==> config.mk <==
export PLATFORM = sky130hd
export DESIGN_NAME = multi_channel_relative_timer_unit
export DESIGN_NICKNAME = d
export VERILOG_FILES = /design/src/hw/rtl/mctr_pkg.sv /design/src/hw/rtl/mctr_cell.sv /design/src/hw/rtl/multi_channel_relative_timer_unit.sv
export SDC_FILE = /design/constraint.sdc
export NUM_CORES = 1
export LEC_CHECK = 0
export ABC_AREA = 1
export BUFFER_PORTS_ARGS = -buffer_cell sky130_fd_sc_hd__buf_2
export CAP_MARGIN = 20
export CORE_ASPECT_RATIO = 1.75
export CORE_MARGIN = 2
export CORE_UTILIZATION = 66
export DETAILED_ROUTE_END_ITERATION = 12
export GPL_TIMING_DRIVEN = 0
export PLACE_DENSITY_LB_ADDON = 0.3
export SLEW_MARGIN = 20
export SYNTH_ARGS = -nofsm -noshare
export SYNTH_HDL_FRONTEND = slang
export SYNTH_SLANG_ARGS = --single-unit
==> constraint.sdc <==
create_clock -name clock -period 51.9 [get_ports clock]
set_input_delay 10.38 -clock clock [delete_from_list [all_inputs] [get_ports clock]]
set_output_delay 10.38 -clock clock [all_outputs]
set_load 0.02 [all_outputs]
==> src/hw/rtl/mctr_pkg.sv <==
// Shared constants for the multi-channel relative timer unit.
// Field widths and the action and status codes. No dependencies.
package mctr_pkg;

   // Port field widths, fixed by the interface
   localparam int ACTION_W = 2;
   localparam int STATUS_W = 3;
   localparam int SLOT_W   = 4;
   localparam int FIELD_W  = 32;
   localparam int CSR_W    = 5;

   // Active timer count after reset
   localparam logic [CSR_W-1:0] CSR_ACTIVE_RESET = 5'd16;

   // Action codes
   localparam logic [ACTION_W-1:0] ACT_ADVANCE = 2'd0;
   localparam logic [ACTION_W-1:0] ACT_DECLARE = 2'd1;
   localparam logic [ACTION_W-1:0] ACT_RELEASE = 2'd2;

   // Result status codes
   localparam logic [STATUS_W-1:0] ST_EXPIRED   = 3'd0;
   localparam logic [STATUS_W-1:0] ST_NONE      = 3'd1;
   localparam logic [STATUS_W-1:0] ST_DECLARED  = 3'd2;
   localparam logic [STATUS_W-1:0] ST_FULL      = 3'd3;
   localparam logic [STATUS_W-1:0] ST_RELEASED  = 3'd4;
   localparam logic [STATUS_W-1:0] ST_SLOT_IDLE = 3'd5;

endpackage

==> src/hw/rtl/mctr_cell.sv <==
// One timer slot of the ring: flags, remaining count and period.
// Loads its neighbour's contents on every shift cycle. No package needed.
module mctr_cell #(
   parameter int TICK_WIDTH = 32
) (
   input  logic                  clock,
   input  logic                  reset,
   input  logic                  shift_en,
   input  logic                  d_in_use,
   input  logic                  d_periodic,
   input  logic [TICK_WIDTH-1:0] d_remaining,
   input  logic [TICK_WIDTH-1:0] d_period,
   output logic                  q_in_use,
   output logic                  q_periodic,
   output logic [TICK_WIDTH-1:0] q_remaining,
   output logic [TICK_WIDTH-1:0] q_period
);

   logic                  in_use_ff;
   logic                  periodic_ff;
   logic [TICK_WIDTH-1:0] remaining_ff;
   logic [TICK_WIDTH-1:0] period_ff;

   // flags are cleared by reset, counts are payload
   always_ff @(posedge clock) begin
      if (reset) begin
         in_use_ff   <= 1'b0;
         periodic_ff <= 1'b0;
      end else if (shift_en) begin
         in_use_ff   <= d_in_use;
         periodic_ff <= d_periodic;
      end
   end

   always_ff @(posedge clock) begin
      if (shift_en) begin
         remaining_ff <= d_remaining;
         period_ff    <= d_period;
      end
   end

   assign q_in_use    = in_use_ff;
   assign q_periodic  = periodic_ff;
   assign q_remaining = remaining_ff;
   assign q_period    = period_ff;

endmodule

==> src/hw/rtl/multi_channel_relative_timer_unit.sv <==
// Top level of the multi-channel relative timer unit: ring of timer cells,
// the head update logic and the pass sequencer. Uses mctr_pkg and mctr_cell.
//
//   channel   ports                         handshake
//   request   start, busy, req_*            taken when start && !busy
//   response  rsp_valid, rsp_*              one-cycle strobe, cannot stall
//   config    csr_wr_en, csr_wr_data        written when csr_wr_en
//
// Every word makes one full turn of the cell ring, shifting each slot through
// the head in turn, then the S_DONE state that forms the final word.
// A new word is taken only once the turn is over and busy has dropped.
// Expiry words come out during the turn, each held back until the next expiry
// is found; the word flagged rsp_last ends the turn and carries the soonest timer.
// Synchronous reset clears the sequencer and all slot flags; no clearing pass.
module multi_channel_relative_timer_unit #(
   parameter int NUM_TIMERS = 16,
   parameter int TICK_WIDTH = 32
) (
   input  logic                          clock,
   input  logic                          reset,
   // request
   input  logic                          start,
   output logic                          busy,
   input  logic [mctr_pkg::ACTION_W-1:0] req_action,
   input  logic [mctr_pkg::FIELD_W-1:0]  req_elapsed_ticks,
   input  logic [mctr_pkg::FIELD_W-1:0]  req_duration,
   input  logic                          req_periodic,
   input  logic [mctr_pkg::SLOT_W-1:0]   req_timer_id,
   // response
   output logic                          rsp_valid,
   output logic [mctr_pkg::STATUS_W-1:0] rsp_status,
   output logic [mctr_pkg::SLOT_W-1:0]   rsp_slot,
   output logic                          rsp_next_valid,
   output logic [mctr_pkg::SLOT_W-1:0]   rsp_next_slot,
   output logic [mctr_pkg::FIELD_W-1:0]  rsp_next_remaining,
   output logic                          rsp_last,
   // configuration
   input  logic                          csr_wr_en,
   input  logic [mctr_pkg::CSR_W-1:0]    csr_wr_data
);

   import mctr_pkg::*;

   localparam int IDX_W = (NUM_TIMERS > 1) ? $clog2(NUM_TIMERS) : 1;
   localparam int CW    = IDX_W + CSR_W;

   typedef enum logic [1:0] {
      S_IDLE,
      S_RUN,
      S_DONE
   } state_type;

   // sequencer registers
   state_type             state_ff, state_in;
   logic [IDX_W-1:0]      step_ff, step_in;
   logic [ACTION_W-1:0]   action_ff, action_in;
   logic [TICK_WIDTH-1:0] elapsed_ff, elapsed_in;
   logic [TICK_WIDTH-1:0] duration_ff, duration_in;
   logic                  periodic_ff, periodic_in;
   logic [SLOT_W-1:0]     timer_id_ff, timer_id_in;
   logic                  claimed_ff, claimed_in;
   logic                  held_valid_ff, held_valid_in;
   logic [STATUS_W-1:0]   held_status_ff, held_status_in;
   logic [SLOT_W-1:0]     held_slot_ff, held_slot_in;
   logic                  min_found_ff, min_found_in;
   logic [SLOT_W-1:0]     min_slot_ff, min_slot_in;
   logic [TICK_WIDTH-1:0] min_rem_ff, min_rem_in;
   logic [CSR_W-1:0]      csr_active_ff, csr_active_in;
   // response registers
   logic                  rsp_valid_ff, rsp_valid_in;
   logic [STATUS_W-1:0]   rsp_status_ff, rsp_status_in;
   logic [SLOT_W-1:0]     rsp_slot_ff, rsp_slot_in;
   logic                  rsp_next_valid_ff, rsp_next_valid_in;
   logic [SLOT_W-1:0]     rsp_next_slot_ff, rsp_next_slot_in;
   logic [FIELD_W-1:0]    rsp_next_rem_ff, rsp_next_rem_in;
   logic                  rsp_last_ff, rsp_last_in;

   // ring of cells
   logic                  q_in_use   [NUM_TIMERS];
   logic                  q_periodic [NUM_TIMERS];
   logic [TICK_WIDTH-1:0] q_remaining[NUM_TIMERS];
   logic [TICK_WIDTH-1:0] q_period   [NUM_TIMERS];

   // head update result, fed into the tail cell
   logic                  h_in_use;
   logic                  h_periodic;
   logic [TICK_WIDTH-1:0] h_remaining;
   logic [TICK_WIDTH-1:0] h_period;

   logic                  shift_en;

   // helper values
   logic [CW-1:0]                csr_ext;
   logic [CW-1:0]                active_n;
   logic [CW-1:0]                step_ext;
   logic [CW-1:0]                id_ext;
   logic                         live;
   logic [IDX_W+SLOT_W-1:0]      step_wide;
   logic [SLOT_W-1:0]            step_slot;
   logic [TICK_WIDTH+FIELD_W-1:0] elapsed_wide;
   logic [TICK_WIDTH+FIELD_W-1:0] duration_wide;
   logic [TICK_WIDTH+FIELD_W-1:0] min_rem_wide;
   logic                         expire;

   assign shift_en = (state_ff == S_RUN);

   genvar k;
   generate
      for (k = 0; k < NUM_TIMERS; k++) begin : g_cell
         if (k == NUM_TIMERS - 1) begin : g_tail
            mctr_cell #(.TICK_WIDTH(TICK_WIDTH)) u_cell (
               .clock       (clock),
               .reset       (reset),
               .shift_en    (shift_en),
               .d_in_use    (h_in_use),
               .d_periodic  (h_periodic),
               .d_remaining (h_remaining),
               .d_period    (h_period),
               .q_in_use    (q_in_use[k]),
               .q_periodic  (q_periodic[k]),
               .q_remaining (q_remaining[k]),
               .q_period    (q_period[k])
            );
         end else begin : g_body
            mctr_cell #(.TICK_WIDTH(TICK_WIDTH)) u_cell (
               .clock       (clock),
               .reset       (reset),
               .shift_en    (shift_en),
               .d_in_use    (q_in_use[k+1]),
               .d_periodic  (q_periodic[k+1]),
               .d_remaining (q_remaining[k+1]),
               .d_period    (q_period[k+1]),
               .q_in_use    (q_in_use[k]),
               .q_periodic  (q_periodic[k]),
               .q_remaining (q_remaining[k]),
               .q_period    (q_period[k])
            );
         end
      end
   endgenerate

   // active slot count, clamped to 1 .. NUM_TIMERS
   always_comb begin
      csr_ext = {{IDX_W{1'b0}}, csr_active_ff};
      if (csr_ext == '0)
         active_n = CW'(1);
      else if (csr_ext > CW'(NUM_TIMERS))
         active_n = CW'(NUM_TIMERS);
      else
         active_n = csr_ext;
   end

   assign step_ext      = {{CSR_W{1'b0}}, step_ff};
   assign id_ext        = {{(CW-SLOT_W){1'b0}}, timer_id_ff};
   assign live          = (step_ext < active_n);
   assign step_wide     = {{SLOT_W{1'b0}}, step_ff};
   assign step_slot     = step_wide[SLOT_W-1:0];
   assign elapsed_wide  = {{TICK_WIDTH{1'b0}}, req_elapsed_ticks};
   assign duration_wide = {{TICK_WIDTH{1'b0}}, req_duration};
   assign min_rem_wide  = {{FIELD_W{1'b0}}, min_rem_ff};

   // head: update the slot now at cell 0
   always_comb begin
      h_in_use    = q_in_use[0];
      h_periodic  = q_periodic[0];
      h_remaining = q_remaining[0];
      h_period    = q_period[0];
      expire      = 1'b0;
      if (live && q_in_use[0]) begin
         case (action_ff)
            ACT_ADVANCE: begin
               if (elapsed_ff < q_remaining[0]) begin
                  h_remaining = q_remaining[0] - elapsed_ff;
               end else begin
                  expire = 1'b1;
                  if (q_periodic[0] && (q_period[0] != '0))
                     h_remaining = q_period[0];
                  else
                     h_in_use = 1'b0;
               end
            end
            ACT_RELEASE: begin
               if (step_ext == id_ext)
                  h_in_use = 1'b0;
            end
            default: begin
            end
         endcase
      end else if (live && (action_ff == ACT_DECLARE) && !claimed_ff) begin
         h_in_use    = 1'b1;
         h_periodic  = periodic_ff;
         h_remaining = duration_ff;
         h_period    = duration_ff;
      end
   end

   // sequencer next state
   always_comb begin
      state_in          = state_ff;
      step_in           = step_ff;
      action_in         = action_ff;
      elapsed_in        = elapsed_ff;
      duration_in       = duration_ff;
      periodic_in       = periodic_ff;
      timer_id_in       = timer_id_ff;
      claimed_in        = claimed_ff;
      held_valid_in     = held_valid_ff;
      held_status_in    = held_status_ff;
      held_slot_in      = held_slot_ff;
      min_found_in      = min_found_ff;
      min_slot_in       = min_slot_ff;
      min_rem_in        = min_rem_ff;
      csr_active_in     = csr_wr_en ? csr_wr_data : csr_active_ff;
      rsp_valid_in      = 1'b0;
      rsp_status_in     = rsp_status_ff;
      rsp_slot_in       = rsp_slot_ff;
      rsp_next_valid_in = rsp_next_valid_ff;
      rsp_next_slot_in  = rsp_next_slot_ff;
      rsp_next_rem_in   = rsp_next_rem_ff;
      rsp_last_in       = rsp_last_ff;

      case (state_ff)
         S_IDLE: begin
            if (start) begin
               state_in     = S_RUN;
               step_in      = '0;
               action_in    = req_action;
               elapsed_in   = elapsed_wide[TICK_WIDTH-1:0];
               duration_in  = duration_wide[TICK_WIDTH-1:0];
               periodic_in  = req_periodic;
               timer_id_in  = req_timer_id;
               claimed_in   = 1'b0;
               min_found_in = 1'b0;
               min_slot_in  = '0;
               min_rem_in   = '0;
               // preset the word a command gives when nothing matches
               held_valid_in = (req_action != ACT_ADVANCE);
               case (req_action)
                  ACT_DECLARE: begin
                     held_status_in = ST_FULL;
                     held_slot_in   = '0;
                  end
                  ACT_RELEASE: begin
                     held_status_in = ST_SLOT_IDLE;
                     held_slot_in   = req_timer_id;
                  end
                  default: begin
                     held_status_in = ST_NONE;
                     held_slot_in   = '0;
                  end
               endcase
            end
         end
         S_RUN: begin
            // expiry: send the word held back, hold this one
            if (expire) begin
               if (held_valid_ff) begin
                  rsp_valid_in      = 1'b1;
                  rsp_status_in     = ST_EXPIRED;
                  rsp_slot_in       = held_slot_ff;
                  rsp_next_valid_in = 1'b0;
                  rsp_next_slot_in  = '0;
                  rsp_next_rem_in   = '0;
                  rsp_last_in       = 1'b0;
               end
               held_valid_in  = 1'b1;
               held_status_in = ST_EXPIRED;
               held_slot_in   = step_slot;
            end
            if (live && q_in_use[0] && (action_ff == ACT_RELEASE)
                && (step_ext == id_ext))
               held_status_in = ST_RELEASED;
            if (live && !q_in_use[0] && (action_ff == ACT_DECLARE) && !claimed_ff) begin
               claimed_in     = 1'b1;
               held_status_in = ST_DECLARED;
               held_slot_in   = step_slot;
            end
            // running minimum over updated slots, first slot wins a tie
            if (live && h_in_use && (!min_found_ff || (h_remaining < min_rem_ff))) begin
               min_found_in = 1'b1;
               min_slot_in  = step_slot;
               min_rem_in   = h_remaining;
            end
            if (step_ff == IDX_W'(NUM_TIMERS - 1))
               state_in = S_DONE;
            else
               step_in = step_ff + 1'b1;
         end
         S_DONE: begin
            state_in          = S_IDLE;
            rsp_valid_in      = 1'b1;
            rsp_status_in     = held_valid_ff ? held_status_ff : ST_NONE;
            rsp_slot_in       = held_valid_ff ? held_slot_ff : '0;
            rsp_next_valid_in = min_found_ff;
            rsp_next_slot_in  = min_slot_ff;
            rsp_next_rem_in   = min_rem_wide[FIELD_W-1:0];
            rsp_last_in       = 1'b1;
         end
         default: begin
            state_in = S_IDLE;
         end
      endcase
   end

   // state and registered outputs
   always_ff @(posedge clock) begin
      if (reset) begin
         state_ff      <= S_IDLE;
         claimed_ff    <= 1'b0;
         held_valid_ff <= 1'b0;
         min_found_ff  <= 1'b0;
         rsp_valid_ff  <= 1'b0;
         csr_active_ff <= CSR_ACTIVE_RESET;
      end else begin
         state_ff      <= state_in;
         claimed_ff    <= claimed_in;
         held_valid_ff <= held_valid_in;
         min_found_ff  <= min_found_in;
         rsp_valid_ff  <= rsp_valid_in;
         csr_active_ff <= csr_active_in;
      end
      step_ff           <= step_in;
      action_ff         <= action_in;
      elapsed_ff        <= elapsed_in;
      duration_ff       <= duration_in;
      periodic_ff       <= periodic_in;
      timer_id_ff       <= timer_id_in;
      held_status_ff    <= held_status_in;
      held_slot_ff      <= held_slot_in;
      min_slot_ff       <= min_slot_in;
      min_rem_ff        <= min_rem_in;
      rsp_status_ff     <= rsp_status_in;
      rsp_slot_ff       <= rsp_slot_in;
      rsp_next_valid_ff <= rsp_next_valid_in;
      rsp_next_slot_ff  <= rsp_next_slot_in;
      rsp_next_rem_ff   <= rsp_next_rem_in;
      rsp_last_ff       <= rsp_last_in;
   end

   assign busy               = (state_ff != S_IDLE);
   assign rsp_valid          = rsp_valid_ff;
   assign rsp_status         = rsp_status_ff;
   assign rsp_slot           = rsp_slot_ff;
   assign rsp_next_valid     = rsp_next_valid_ff;
   assign rsp_next_slot      = rsp_next_slot_ff;
   assign rsp_next_remaining = rsp_next_rem_ff;
   assign rsp_last           = rsp_last_ff;

`ifndef SYNTH
   // the final word of a turn appears as busy drops
   a_done_word: assert property (@(posedge clock) disable iff (reset)
      $fell(busy) |-> (rsp_valid && rsp_last))
      else $error("turn ended without a final word");

   // words that are not last are expiries sent during a turn
   a_mid_expiry: assert property (@(posedge clock) disable iff (reset)
      (rsp_valid && !rsp_last) |-> (busy && rsp_status == ST_EXPIRED))
      else $error("stray non-final word");

   // a taken word starts a turn
   a_start_turn: assert property (@(posedge clock) disable iff (reset)
      (start && !busy) |=> busy)
      else $error("word taken but no turn started");

   // a final word carries no soonest timer unless one was found
   a_next_fields: assert property (@(posedge clock) disable iff (reset)
      (rsp_valid && rsp_last && !rsp_next_valid) |->
         (rsp_next_slot == '0 && rsp_next_remaining == '0))
      else $error("soonest fields set with no timer in use");
`endif

endmodule
==> results of run 1 <==
[worst max path at each step]
stage | end | depth (start not counted)
2_1_floorplan | rsp_last | 5
3_3_place_gp | rsp_next_remaining[6] | 5
3_5_place_dp | min_rem_ff[1] | 9
4_1_cts | min_rem_ff[24] | 9
5_1_grt | min_rem_ff[24] | 9
6_report | min_rem_ff[25] | 9
[final cells by class]
| cell class | instances | area [um2] |
|---|---|---|
| clock inverter | 66 | 533 |
| clock buffer | 122 | 2680 |
| antenna | 1 | 2.50 |
| sequential | 1230 | 36500 |
| buffer | 53 | 213 |
| timing repair buffer | 149 | 1230 |
| inverter | 252 | 948 |
| fill | 3602 | 16000 |
| multi-input combinational | 964 | 5210 |
| tap | 812 | 1020 |
[power by group through the flow]
stage	sequential (uW)	clock, uW	combinational, uW
2_1_floorplan	2030	0	389
3_3_place_gp	2180	0	573
3_5_place_dp	1700	0	647
4_1_cts	1710	764	653
5_1_grt	1730	794	714
6_report	1700	747	655
[cells in the final DEF, fill, tap and decap left out, types with 4 or more instances in the layout]
master      count
nand4_1         6
buf_2         137
o211ai_1       38
or2_2           5
clkinv_1       23
o21ai_1        13
inv_2           4
a31oi_1         8
nor4_1          7
edfxtp_1     1187
clkbuf_1       52
nor2_1        182
xnor2_1        14
ha_1           70
buf_1           7
clkbuf_16     104
buf_12          4
a21o_1          6
inv_1         246
a211oi_1        6
o21ai_0        93
a21oi_1       109
dfxtp_1        43
a21oi_2         5
clkinv_2       23
nor3_1         13
nand2_2        11
buf_16         19
bufinv_16       5
nand3_1        38
inv_6           6
and2_1          5
clkinvlp_4      5
o21ai_2         5
xor2_1          5
nand2_1       285
[cell families (layout without fill, tap and decap cells)]
| family | Yosys count | count (layout) | synth area share, % |
|---|---|---|---|
| simple gates | 565 | 565 | 5.40 |
| other cells | 0 | 1 | 0 |
| mux | 1 | 1 | 0.0234 |
| fa+ha+maj | 72 | 72 | 2.12 |
| compound gates | 307 | 307 | 4.17 |
| xor+xnor | 19 | 19 | 0.388 |
| buf+inv | 305 | 642 | 2.70 |
| flops | 1230 | 1230 | 85.2 |
[metal layers]
| layer | global-route usage (%) | up-vias | routed length [um] |
|---|---|---|---|
| li1 | - | 9588 | - |
| met1 | 35.9 | 10500 | 35600 |
| met2 | 46.8 | 831 | 45800 |
| met3 | 4.12 | 205 | 5180 |
| met4 | 14.2 | 2 | 4600 |
| met5 | 0 | - | 11 |
[per-stage QoR]
stage                     hold WS [ns]  total power (uW)
after floorplan                  0.400              2420
after global placement           0.400              2760
after detailed placement         0.405              2350
after CTS                        0.409              3120
after global routing             0.414              3230
final                            0.407              3100
[registers in the layout, indices dropped and copies added (netlist names), 5 cells and up]
signal and flops:
csr_active_ff 5, duration_ff 32, elapsed_ff 32, g_cell.g_body.u_cell.q_in_use 15
g_cell.g_body.u_cell.q_period 480, g_cell.g_body.u_cell.q_periodic 15, g_cell.g_body.u_cell.q_remaining 480, g_cell.g_tail.u_cell.q_period 32
g_cell.g_tail.u_cell.q_remaining 32, min_rem_ff 32, rsp_next_remaining 32
==> flow_metrics.env, run 1 <==
export IMPL_status="complete, no violations"
export IMPL_relSlewSlack_pct=39.3
export IMPL_clock_skew_final_ns=0.0274
export IMPL_power_frac_seq_pct=54.8
export IMPL_slew_viol_final=0
export IMPL_ios=127
export IMPL_slowest_stage="inv_4"
export IMPL_stdcell_count=3649
export IMPL_first_pass_iters=7
export IMPL_antenna_found_initial=1
export IMPL_hold_viol=0
export IMPL_setup_viol=0
export IMPL_grt_usage_pct=27.9
export IMPL_hpwlAfterDp_um=57100
export IMPL_post_synth_top_count_cell="edfxtp_1"
export IMPL_rows=123
export IMPL_worstHoldPathType="flop to flop"
export IMPL_viasPerCell=5.78
export IMPL_worst_pin_slew_ns=0.911
export IMPL_netlist_instances=2499
export IMPL_endpoint_kind="flop"
export IMPL_synth_avg_cell_area_um2=17.1
export IMPL_fin_util_pct=75.1
export IMPL_clkLatencyLatePin_ns=0.69
export IMPL_arrival_ns=12.52
export IMPL_reg2reg_depth=24
export IMPL_r2r_slack_ns=45.49
export IMPL_cp_slowest_stage_delay_ns=0.38
export IMPL_hp_start="g_cell[10].g_body.u_cell.q_period[18]"
export IMPL_cap_viol_max_count=0
export IMPL_finalCritPeriodShare_pct=23.4
export IMPL_post_cts_buffers=0
export IMPL_die_h_um=341
export IMPL_preCtsSetupSlack_ns=39.01
export IMPL_drive_above_1_share_pct=12.3
export IMPL_crit_top_cell="nand2_1"
export IMPL_cts_num_sinks=1230
export IMPL_htree_num_levels=3
export IMPL_start_util_pct=66.6
export IMPL_synth_largest_area_cell="edfxtp_1"
export IMPL_syn2layout_area_growth_pct=12.8
export IMPL_fin_crit_ns=12.14
export IMPL_synth_cell_types=52
export IMPL_ys_async_sr_fraction_pct=0
export IMPL_yosysSeqAreaShare_pct=85.2
export IMPL_p_sw_uw=959
export IMPL_drt_initial_drc_count=1995
export IMPL_rr_startpoint="step_ff[3]"
export IMPL_internal_power_uw=2140
export IMPL_place_area_um2=45100
export IMPL_layout_setup_ws_ns=39.76
export IMPL_synth_flop_cell="edfxtp_1"
export IMPL_critPathBufInv=4
export IMPL_drc=0
export IMPL_die_area_um2=67100
export IMPL_globalplace_congestion=0.892
export IMPL_cts_resized=0
export IMPL_crit_path_max_fanout=43
export IMPL_cp_required_ns=52.27
export IMPL_whs_path_depth=0
export IMPL_io_buffers=126
export IMPL_ant_nets=0
export IMPL_path_delay_family="buffers and inverters"
export IMPL_grt_max_degree=67
export IMPL_tritoncts="built"
export IMPL_p_clk_share_pct=24.1
export IMPL_cts_clk_slew_worst_paths_ns=0.07
export IMPL_core_area_um2=64300
export IMPL_avgRoutedWirePerCell_um=25.0
export IMPL_rr_endpoint="min_rem_ff[25]"
export IMPL_num_vias=21100
export IMPL_ir_drop_uv=42.3
export IMPL_ys_seq_elements=1230
export IMPL_design_area_um2=48300
export IMPL_fmax_ghz=0.0823
export IMPL_grt_pass1_vias=21700
export IMPL_dp_cells=3460
export IMPL_overflow=0
export IMPL_yosysWarnings=0
export IMPL_hold_buffers=0
export IMPL_synth_nets=2651
export IMPL_crit_chain="buf_2 > nand2_1 > inv_4 > buf_16 > a21oi_1 > nor3_1 > nand2_1 > nand2_2 > buf_12"
export IMPL_clk_root_buffer_cell="clkbuf_16"
export IMPL_cp_start_kind="input port"
export IMPL_finalSetupTns_ns=0
export IMPL_swShare_pct=30.9
export IMPL_synthTopCellsByCount="1187 x edfxtp_1, 286 x nand2_1, 247 x inv_1"
export IMPL_rsz0062_at_grt="no"
export IMPL_yosysTopAreaCellShare_pct=83.2
export IMPL_fin_nets=2902
export IMPL_grt_pass1_wl_um=134000
export IMPL_critPathKind="input port to flop"
export IMPL_critPathLaunch="start"
export IMPL_die_w_um=197
export IMPL_synth_top_cells_by_area="edfxtp_1 83%, nand2_1 2.5%, inv_1 2.2%"
export IMPL_wl_um=91200
export IMPL_clk_path_buf_depth=3
export IMPL_synth_edf_count=1187
export IMPL_netlist_area_um2=42800
export IMPL_hold_path_endpoint="g_cell[9].g_body.u_cell.q_period[18]"
export IMPL_p_comb_share_pct=21.1
export IMPL_cts_buffers=100
export IMPL_p_per_area_nw_per_um2=64.2
export IMPL_p_leak_uw=0.0176
No activity file was read; power rests on OpenSTA's default activity.
==> run 2, diff against run 1 <==
CORE_UTILIZATION = 55   (was 66)
clock period = 11.1 ns   (was 51.9 ns; I/O delays follow)
==> flow_metrics.env, run 2 (same netlist as run 1, synthesis figures left out) <==
export IMPL_finalSetupTns_ns=0
export IMPL_antenna_found_initial=1
export IMPL_crit_path_max_fanout=19
export IMPL_layout_cells_most_common_list="1187 x edfxtp_1, 285 x nand2_1, 246 x inv_1"
export IMPL_cts_clk_slew_worst_paths_ns=0.07
export IMPL_ant_nets=0
export IMPL_fillCellCount=5556
export IMPL_worst_pin_slew_ns=0.976
export IMPL_hold_slack_ns=0.408
export IMPL_slowest_stage="nor2_1"
export IMPL_die_area_um2=80200
export IMPL_hold_viol=0
export IMPL_r2r_slack_ns=4.39
export IMPL_ios=127
export IMPL_relSlewSlack_pct=35.0
export IMPL_grt_pass1_wl_um=124000
export IMPL_avgRoutedWirePerCell_um=21.7
export IMPL_endpoint_kind="flop"
export IMPL_ir_drop_uv=179
export IMPL_cts_num_sinks=1230
export IMPL_clk_root_buffer_cell="clkbuf_16"
export IMPL_fin_crit_ns=6.71
export IMPL_crit_top_cell="nand2_1"
export IMPL_cp_start_kind="flop"
export IMPL_clkLatencyLatePin_ns=0.69
export IMPL_io_buffers=126
export IMPL_globalplace_congestion=0.921
export IMPL_slew_viol_final=0
export IMPL_cp_required_ns=11.53
export IMPL_drt_initial_drc_count=2020
export IMPL_drive_above_1_share_pct=12.5
export IMPL_hold_buffers=0
export IMPL_arrival_ns=7.15
export IMPL_die_h_um=373
export IMPL_hold_path_endpoint="g_cell[9].g_body.u_cell.q_remaining[26]"
export IMPL_finalCritPeriodShare_pct=60.5
export IMPL_critPathKind="flop to flop"
export IMPL_cap_viol_max_count=0
export IMPL_p_per_area_nw_per_um2=297
export IMPL_reg2reg_depth=28
export IMPL_setup_viol=0
export IMPL_hp_start="g_cell[10].g_body.u_cell.q_remaining[26]"
export IMPL_hpwlAfterDp_um=57800
export IMPL_tritoncts="built"
export IMPL_worstHoldPathType="flop to flop"
export IMPL_whs_path_depth=0
export IMPL_grt_pass1_vias=20700
export IMPL_cts_resized=0
export IMPL_seqCellArea_um2=36500
export IMPL_core_area_um2=77400
export IMPL_drc=0
export IMPL_path_delay_family="simple AND/OR/NAND/NOR gates"
export IMPL_fmax_ghz=0.149
export IMPL_rows=135
export IMPL_grt_usage_pct=21.1
export IMPL_rr_endpoint="min_rem_ff[11]"
export IMPL_htree_num_levels=3
export IMPL_multiInputGateArea_um2=5210
export IMPL_cts_buffers=104
export IMPL_critPathLaunch="csr_active_ff[2]"
export IMPL_start_util_pct=55.4
export IMPL_num_vias=20700
export IMPL_syn2layout_area_growth_pct=13.8
export IMPL_mostFrequentLayoutCell="edfxtp_1"
export IMPL_fin_nets=2905
export IMPL_diodes=0
export IMPL_cp_slowest_stage_delay_ns=0.69
export IMPL_rsz0062_at_grt="no"
export IMPL_die_w_um=215
export IMPL_status="complete, no violations"
export IMPL_wl_um=83900
export IMPL_grt_max_degree=64
export IMPL_clk_path_buf_depth=3
export IMPL_post_cts_buffers=0
export IMPL_rr_startpoint="csr_active_ff[2]"
export IMPL_p_leak_uw=0.0177
export IMPL_critPathBufInv=6
export IMPL_clock_skew_final_ns=0.0187
export IMPL_first_pass_iters=5
export IMPL_overflow=0
export IMPL_viasPerCell=5.37
-- run 2: cell type report --
type / instances / share of cell area (%)
Buffer: 53 / 0.436
Multi-Input combinational cell: 964 / 10.7
Inverter: 252 / 1.95
Clock buffer: 124 / 5.54
Timing Repair Buffer: 148 / 2.47
Sequential cell: 1230 / 74.9
Tap cell: 1027 / 2.64
Clock inverter: 62 / 1.42
-- run 2: power breakdown --
group / switching (uW) / internal (uW) / total (uW)
registers: 531 / 7330 / 7860
logic: 2200 / 816 / 3010
clock network: 1600 / 2030 / 3630
-- run 2: worst max-delay path by stage --
stage	endpoint	slack, ns	depth (start not counted)
floorplan	rsp_last	0.67	5
global placement	rsp_next_remaining[7]	-3.30	5
detailed placement	min_rem_ff[19]	4.31	23
CTS	min_rem_ff[13]	4.26	23
global route	min_rem_ff[13]	4.07	28
finish	min_rem_ff[11]	4.39	28
-- run 2: metrics by stage --
stage / setup WS [ns] / util (%) / total power [uW] / instances / instance area [um2]
finish: 4.39 / 63.0 / 14500 / 3860 / 48800
floorplan: 0.667 / - / 10000 / 2499 / 42900
global placement: -3.30 / 57.9 / 11200 / 3652 / 44800
detailed placement: 4.31 / 58.6 / 11000 / 3674 / 45400
global route: 4.07 / 63.0 / 15200 / 3860 / 48800
CTS: 4.26 / 63.0 / 14600 / 3860 / 48800
-- run 2: per-layer routing --
layer	track usage (%)	wire length [um]	part of all wire, %
met1	27.9	34600	41
met2	33.8	40400	48
met3	3.57	4400	5.2
met4	11.3	4470	5.3
met5	0	0	0
